[config.mk]
export PLATFORM = sky130hd
export DESIGN_NAME = i2cbcm_fifo
export DESIGN_NICKNAME = d
export VERILOG_FILES = /design/src/i2cbcm_pkg.sv /design/src/i2cbcm_fifo.sv
export SDC_FILE = /design/constraint.sdc
export NUM_CORES = 1
export LEC_CHECK = 0
export BUFFER_PORTS_ARGS = -buffer_cell sky130_fd_sc_hd__buf_2
export CAP_MARGIN = 40
export CORE_UTILIZATION = 46
export CTS_BUF_LIST = sky130_fd_sc_hd__clkbuf_16
export DETAILED_ROUTE_END_ITERATION = 10
export PLACE_DENSITY_LB_ADDON = 0.12
export SYNTH_ARGS = -nofsm -noshare
export SYNTH_HDL_FRONTEND = slang
export SYNTH_SLANG_ARGS = --single-unit
export TNS_END_PERCENT = 10
[constraint.sdc]
create_clock -name clock -period 1.6 [get_ports clock]
set_clock_uncertainty 0.05 [all_clocks]
set_input_delay 0.48 -clock clock [delete_from_list [all_inputs] [get_ports clock]]
set_output_delay 0.48 -clock clock [all_outputs]
set_load 0.01 [all_outputs]
[src/i2cbcm_pkg.sv]
// package: shared types, constants and phase encoding for the i2c byte command master
package i2cbcm_pkg;

   localparam int QueueDepth = 1024;
   localparam int QAddrW = $clog2(QueueDepth);
   localparam int QCountW = QAddrW + 1;

   localparam logic [2:0] ERR_NONE    = 3'd0;
   localparam logic [2:0] ERR_NACK    = 3'd1;
   localparam logic [2:0] ERR_TIMEOUT = 3'd2;
   localparam logic [2:0] ERR_FULL    = 3'd3;
   localparam logic [2:0] ERR_EMPTY   = 3'd4;
   localparam logic [2:0] ERR_FAILED  = 3'd5;

   localparam logic [0:0] REG_HALF    = 1'd0;
   localparam logic [0:0] REG_STRETCH = 1'd1;

   typedef enum logic [4:0] {
      PH_IDLE, PH_DELAY, PH_WAIT, PH_START_REL, PH_START_SDA, PH_START_SCL,
      PH_WB_BIT, PH_WB_RISE, PH_WB_FALL, PH_WB_ACKREL, PH_WB_ACKRISE,
      PH_WB_ACKSAMP, PH_FLUSH, PH_STOP_SCL, PH_STOP_SDA, PH_STOP_RISE,
      PH_STOP_END, PH_RB_REL, PH_RB_RISE, PH_RB_SAMP, PH_RB_ACK,
      PH_RB_ACKRISE, PH_RB_END
   } phase_type;

   typedef enum logic [1:0] {K_START, K_STOP, K_READ} kind_type;

   typedef struct packed {
      logic       req_type;
      logic       do_start;
      logic       do_stop;
      logic       do_write;
      logic       do_read;
      logic       send_nack;
      logic [7:0] data_byte;
      logic       scl_level;
      logic       sda_level;
   } req_type;

   typedef struct packed {
      logic       scl_pull_low;
      logic       sda_pull_low;
      logic       busy_res;
      logic       done_res;
      logic       acked;
      logic [2:0] error_kind;
      logic [7:0] read_data;
   } rsp_type;

   // both item types are 16 bits wide, so one queue width fits either
   localparam int ItemW = $bits(req_type);

endpackage

[src/i2cbcm_fifo.sv]
// fifo: small two-entry queue used between front and back and on the result side
module i2cbcm_fifo (
   input  logic                         clock,
   input  logic                         reset,
   input  logic                         push,
   output logic                         full,
   input  logic [i2cbcm_pkg::ItemW-1:0] wdata,
   input  logic                         pop,
   output logic                         empty,
   output logic [i2cbcm_pkg::ItemW-1:0] rdata
);
   import i2cbcm_pkg::*;

   logic [ItemW-1:0] mem_ff [2];
   logic             wp_ff, wp_in, rp_ff, rp_in;
   logic [1:0]       cnt_ff, cnt_in;
   logic             do_push, do_pop;

   assign full    = (cnt_ff == 2'd2);
   assign empty   = (cnt_ff == 2'd0);
   assign do_push = push && !full;
   assign do_pop  = pop && !empty;
   assign rdata   = mem_ff[rp_ff];

   always_comb begin
      wp_in  = wp_ff ^ do_push;
      rp_in  = rp_ff ^ do_pop;
      cnt_in = cnt_ff + {1'b0, do_push} - {1'b0, do_pop};
   end

   always_ff @(posedge clock) begin
      if (reset) begin
         wp_ff  <= 1'b0;
         rp_ff  <= 1'b0;
         cnt_ff <= 2'd0;
      end else begin
         wp_ff  <= wp_in;
         rp_ff  <= rp_in;
         cnt_ff <= cnt_in;
      end
      if (do_push) mem_ff[wp_ff] <= wdata;
   end
endmodule

Yosys cells after proc, flatten, opt, wreduce, memory -nomap -nowiden
Memories as Yosys holds them, arrays and structs flattened. A register that Yosys moved wholly into a read port is not among the register bits.
Index checks and enable logic that the tools add are counted.
- $add $sub $neg: 2
- eq/ne operators: 1
- mux-type cells: 3
- bitwise logic cells: 2
- reductions and logical operators: 5
- operators by type and width (operator ; count):
    $mux 1 ; 3
    $add 2x1->2 ; 1
    $eq 2x2->1 const B ; 1
    $logic_and 1x1->1 ; 2
    $logic_not 1->1 ; 2
    $logic_not 2->1 ; 1
    $sub 2x1->2 ; 1
    $xor 1x1->1 ; 2
- bits in registers: 4
- RAM bits: 32
- output and inout bits: 18
- memories kept: 1
- memory list (name ; words ; width ; rd ports ; clocked after Yosys merged registers in ; wr ports ; RTL line ; text):
    mem_ff ; 2 ; 16 ; 1 ; 1 ; 1 ; i2cbcm_fifo.sv:14 ; logic [ItemW-1:0] mem_ff [2];

Depth between registers and ports, before layout
- depth in word-level cells: 5
- depth in mapped cells: 7
- depth with buffers taken out: 7

Worst setup path after synthesis
Ideal clock, no wire load.
- path type: register to register
- from: register cnt_ff[0]
- to: memory mem_ff[1][0] in the netlist's numbering (enable)
- setup time: 0.374 ns
- arrival: 1.099 ns
- data required time: 1.176 ns
- path slack: 0.078 ns
- cell stages (with the launch flop): 4
- path buffers: 0
- clock period less this slack: 1.522 ns
- cell sequence: dfxtp_1 -> nand2b_1 -> and2_1 -> ha_1
- word-level cells in the longest chain between the ends: 5
- ends and longest elaborated chain (what ; RTL line ; text):
    from (decl) ; i2cbcm_fifo.sv:16 ; logic [1:0] cnt_ff, cnt_in;
    from (signal assigned) ; i2cbcm_fifo.sv:39 ; cnt_ff <= cnt_in;
    $eq 2x2->1 ; i2cbcm_fifo.sv:19 ; assign full = (cnt_ff == 2'd2);
    $logic_not 1->1 ; i2cbcm_fifo.sv:21 ; assign do_push = push && !full;
    $logic_and 1x1->1 ; i2cbcm_fifo.sv:21 ;
    $mux 1 ; i2cbcm_fifo.sv:41 ; if (do_push) mem_ff[wp_ff] <= wdata;
    $mux 1 (not written as such) ; i2cbcm_fifo.sv:41 ;
    to (decl) ; i2cbcm_fifo.sv:14 ;
No other way between the ends.

==> flow_metrics.tcl <==
set metrics [dict create \
    status "complete, but fails checks" \
    violations "DRC, setup timing" \
    clkTransAtPathRegs_ps 50 \
    final_util 0.689 \
    dr.pass1.iters 8 \
    wirelength_um 2040 \
    cts_tree "yes" \
    core_mm2 0.00285 \
    die_y_um 58 \
    grt-ovfl-total 0 \
    r2r_setup_slack_ps 150 \
    rows 19 \
    total_power_mw 3.12 \
    ys_types 17 \
    ys_seq_area_frac 0.722 \
    drtIter0Drc 25 \
    area_delta_synth_final_pct 36.3 \
    timing.rr.end "cnt_ff[0]$_SDFF_PP0_" \
    cts_hold_buf 0 \
    p_int_mw 2.37 \
    p_switching_uw 750 \
    ant_nets 0 \
    p_leak_nw 0.835 \
    ir_drop_mv 1.11 \
    antenna-diode-count 0 \
    wl_per_cell_um 13.4 \
    fin_nets 146 \
    netlist_area_mm2 0.00144 \
    tightest_slew_ps 137 \
    final_cell_mix "edfxtp_1 (32), buf_2 (21), mux2_4 (17), buf_6 (17)" \
    drc 3 \
    maxCapViolations 0 \
    drive_above_1_share 0.574 \
    die_w_um 58 \
    place.gp.congestion 0.598 \
    switching_share 0.241 \
    grt_pass1_wl_um 3480 \
    hold_path_class "in2reg" \
    endpoint "rdata[5]" \
    cp.arrival_ps 1220 \
    crit_fanout 7 \
    synthesis.instances 73 \
    numCtsBuffers 5 \
    final_common_cell "edfxtp_1" \
    period_share 1.09 \
    viasPerCell 4.96 \
    ys_ff_latch 36 \
    die-area_mm2 0.00336 \
    synth.area.top_cells "edfxtp_1 (67%), mux2_4 (10%), dfxtp_1 (5.6%), mux2_2 (5.5%), ha_1 (3.5%)" \
    grt_pass1_vias 836 \
    crit_type "reg2out" \
    power_frac_comb 0.320 \
    setup_viol 16 \
    cts_buffer_depth 2 \
    final_hold_viol_count 0 \
    period_minus_slack_ps 1750 \
    avgSynthCellArea_um2 19.8 \
    synth_warnings 0 \
    cts.sinks 36 \
    startpoint "rp_ff$_SDFF_PP0_" \
    h-tree-depth 2 \
    cp-start-kind "flop" \
    clockPowerShare 0.276 \
    clock.fmax_mhz 572 \
    power.density_mw_per_mm2 1590 \
    antenna_found_initial 0 \
    yosysTopAreaCell "edfxtp_1" \
    fin_ws_ps -148 \
    required_ps 1070 \
    hold_depth 1 \
    clock_latency_ps 270 \
    grt_util_all_layers 0.148 \
    portBuffers 37 \
    yosys.area.top_type_share 0.666 \
    r2r_cells 6 \
    grt_max_degree 11 \
    syn_nets 97 \
    hp-start "wdata[5]" \
    floorplan.initialDensity 0.506 \
    r2r_start "cnt_ff[0]$_SDFF_PP0_" \
    critPathCaptureType "output pin" \
    pwr-share-seq 0.404 \
    rsz0062_at_grt "true" \
    drv_slew 0 \
    vias 759 \
    root_buffer "clkbuf_16" \
    io_pins 38 \
    slew_headroom 0.909 \
]
==> registers in the layout, indices dropped and copies added (netlist names) <==
signal	cells
mem_ff	32
cnt_ff	2
rp_ff	1
wp_ff	1
==> through the flow <==
| step | setup TNS (ps) | cells | setup WS [ps] | hold WS (ps) | instance area, µm² |
|---|---|---|---|---|---|
| 2_1_floorplan | 0 | 73 | 77.8 | 482 | 1440 |
| 3_3_place_gp | 0 | 145 | 32.0 | 494 | 1690 |
| 3_5_place_dp | 0 | 145 | 18.0 | 507 | 1690 |
| 4_1_cts | -2460 | 152 | -188 | 340 | 1940 |
| 5_1_grt | -2820 | 153 | -188 | 335 | 1970 |
| 6_report | -2140 | 153 | -148 | 349 | 1970 |
==> layout make-up <==
type                       count  area [µm²]
clock inverter                 2        8.76
sequential                    36        1040
fill                         201         887
multi-input combinational     32         385
tap                           31        38.8
clock buffer                   5         125
timing repair buffer          44         354
inverter                       3        11.3
==> kinds of logic after synthesis <==
family / Yosys count / share of synthesized area
AO/OA/AOI/OAI: 1 / 0.00521
XOR/XNOR: 1 / 0.0156
flip-flops: 36 / 0.722
buffers and inverters: 5 / 0.0295
adder cells (fa/ha/maj): 4 / 0.0347
AND/OR/NAND/NOR: 9 / 0.0347
multiplexers: 17 / 0.159
==> worst max-delay path: stages, from the launching register on <==
cell and delay [ps]:
dfxtp_2 350, buf_6 160, mux2_4 320, buf_6 120
==> Yosys cell counts <==
cell type / instances
nor2_2: 1
nand2_1: 1
and2_1: 1
xnor3_1: 1
ha_1: 4
edfxtp_1: 32
nor2_1: 3
mux2_2: 7
and2b_1: 1
inv_1: 3
buf_6: 1
dfxtp_1: 4
and2b_2: 1
o21a_1: 1
buf_12: 1
nand2b_1: 1
mux2_4: 10
==> layer usage <==
layer | share of wire | wire length (µm) | global-route usage
met4 | 0.0098 | 20 | 0.0714
met1 | 0.39 | 799 | 0.137
met3 | 0.060 | 123 | 0.0826
met5 | 0 | 0 | 0
met2 | 0.54 | 1100 | 0.261
==> power by group through the flow <==
| stage | Combinational, mW | Sequential [mW] | Clock (mW) |
|---|---|---|---|
| floorplan | 0.560 | 1.25 | 0 |
| global placement | 0.784 | 1.26 | 0 |
| detailed placement | 0.793 | 1.27 | 0 |
| CTS | 0.978 | 1.26 | 0.896 |
| global route | 1.08 | 1.28 | 0.942 |
| finish | 0.997 | 1.26 | 0.859 |
==> worst min-delay path by stage <==
stage                                   endpoint  slack [ps]
final                     mem_ff[1][5]$_DFFE_PP_         350
after global routing      mem_ff[0][7]$_DFFE_PP_         340
after CTS                 mem_ff[1][5]$_DFFE_PP_         340
after detailed placement        wp_ff$_SDFF_PP0_         510
after global placement          wp_ff$_SDFF_PP0_         490
after floorplan                 wp_ff$_SDFF_PP0_         480
==> repair_timing <==
action / 4_1_cts / 5_1_grt
endpoints found under the hold margin: 0 / 0
buffers inserted: 0 / 1
setup endpoints to repair: 16 / 16
resized for setup: 21 / 4
Note: power is estimated with default switching activity, not from simulation.
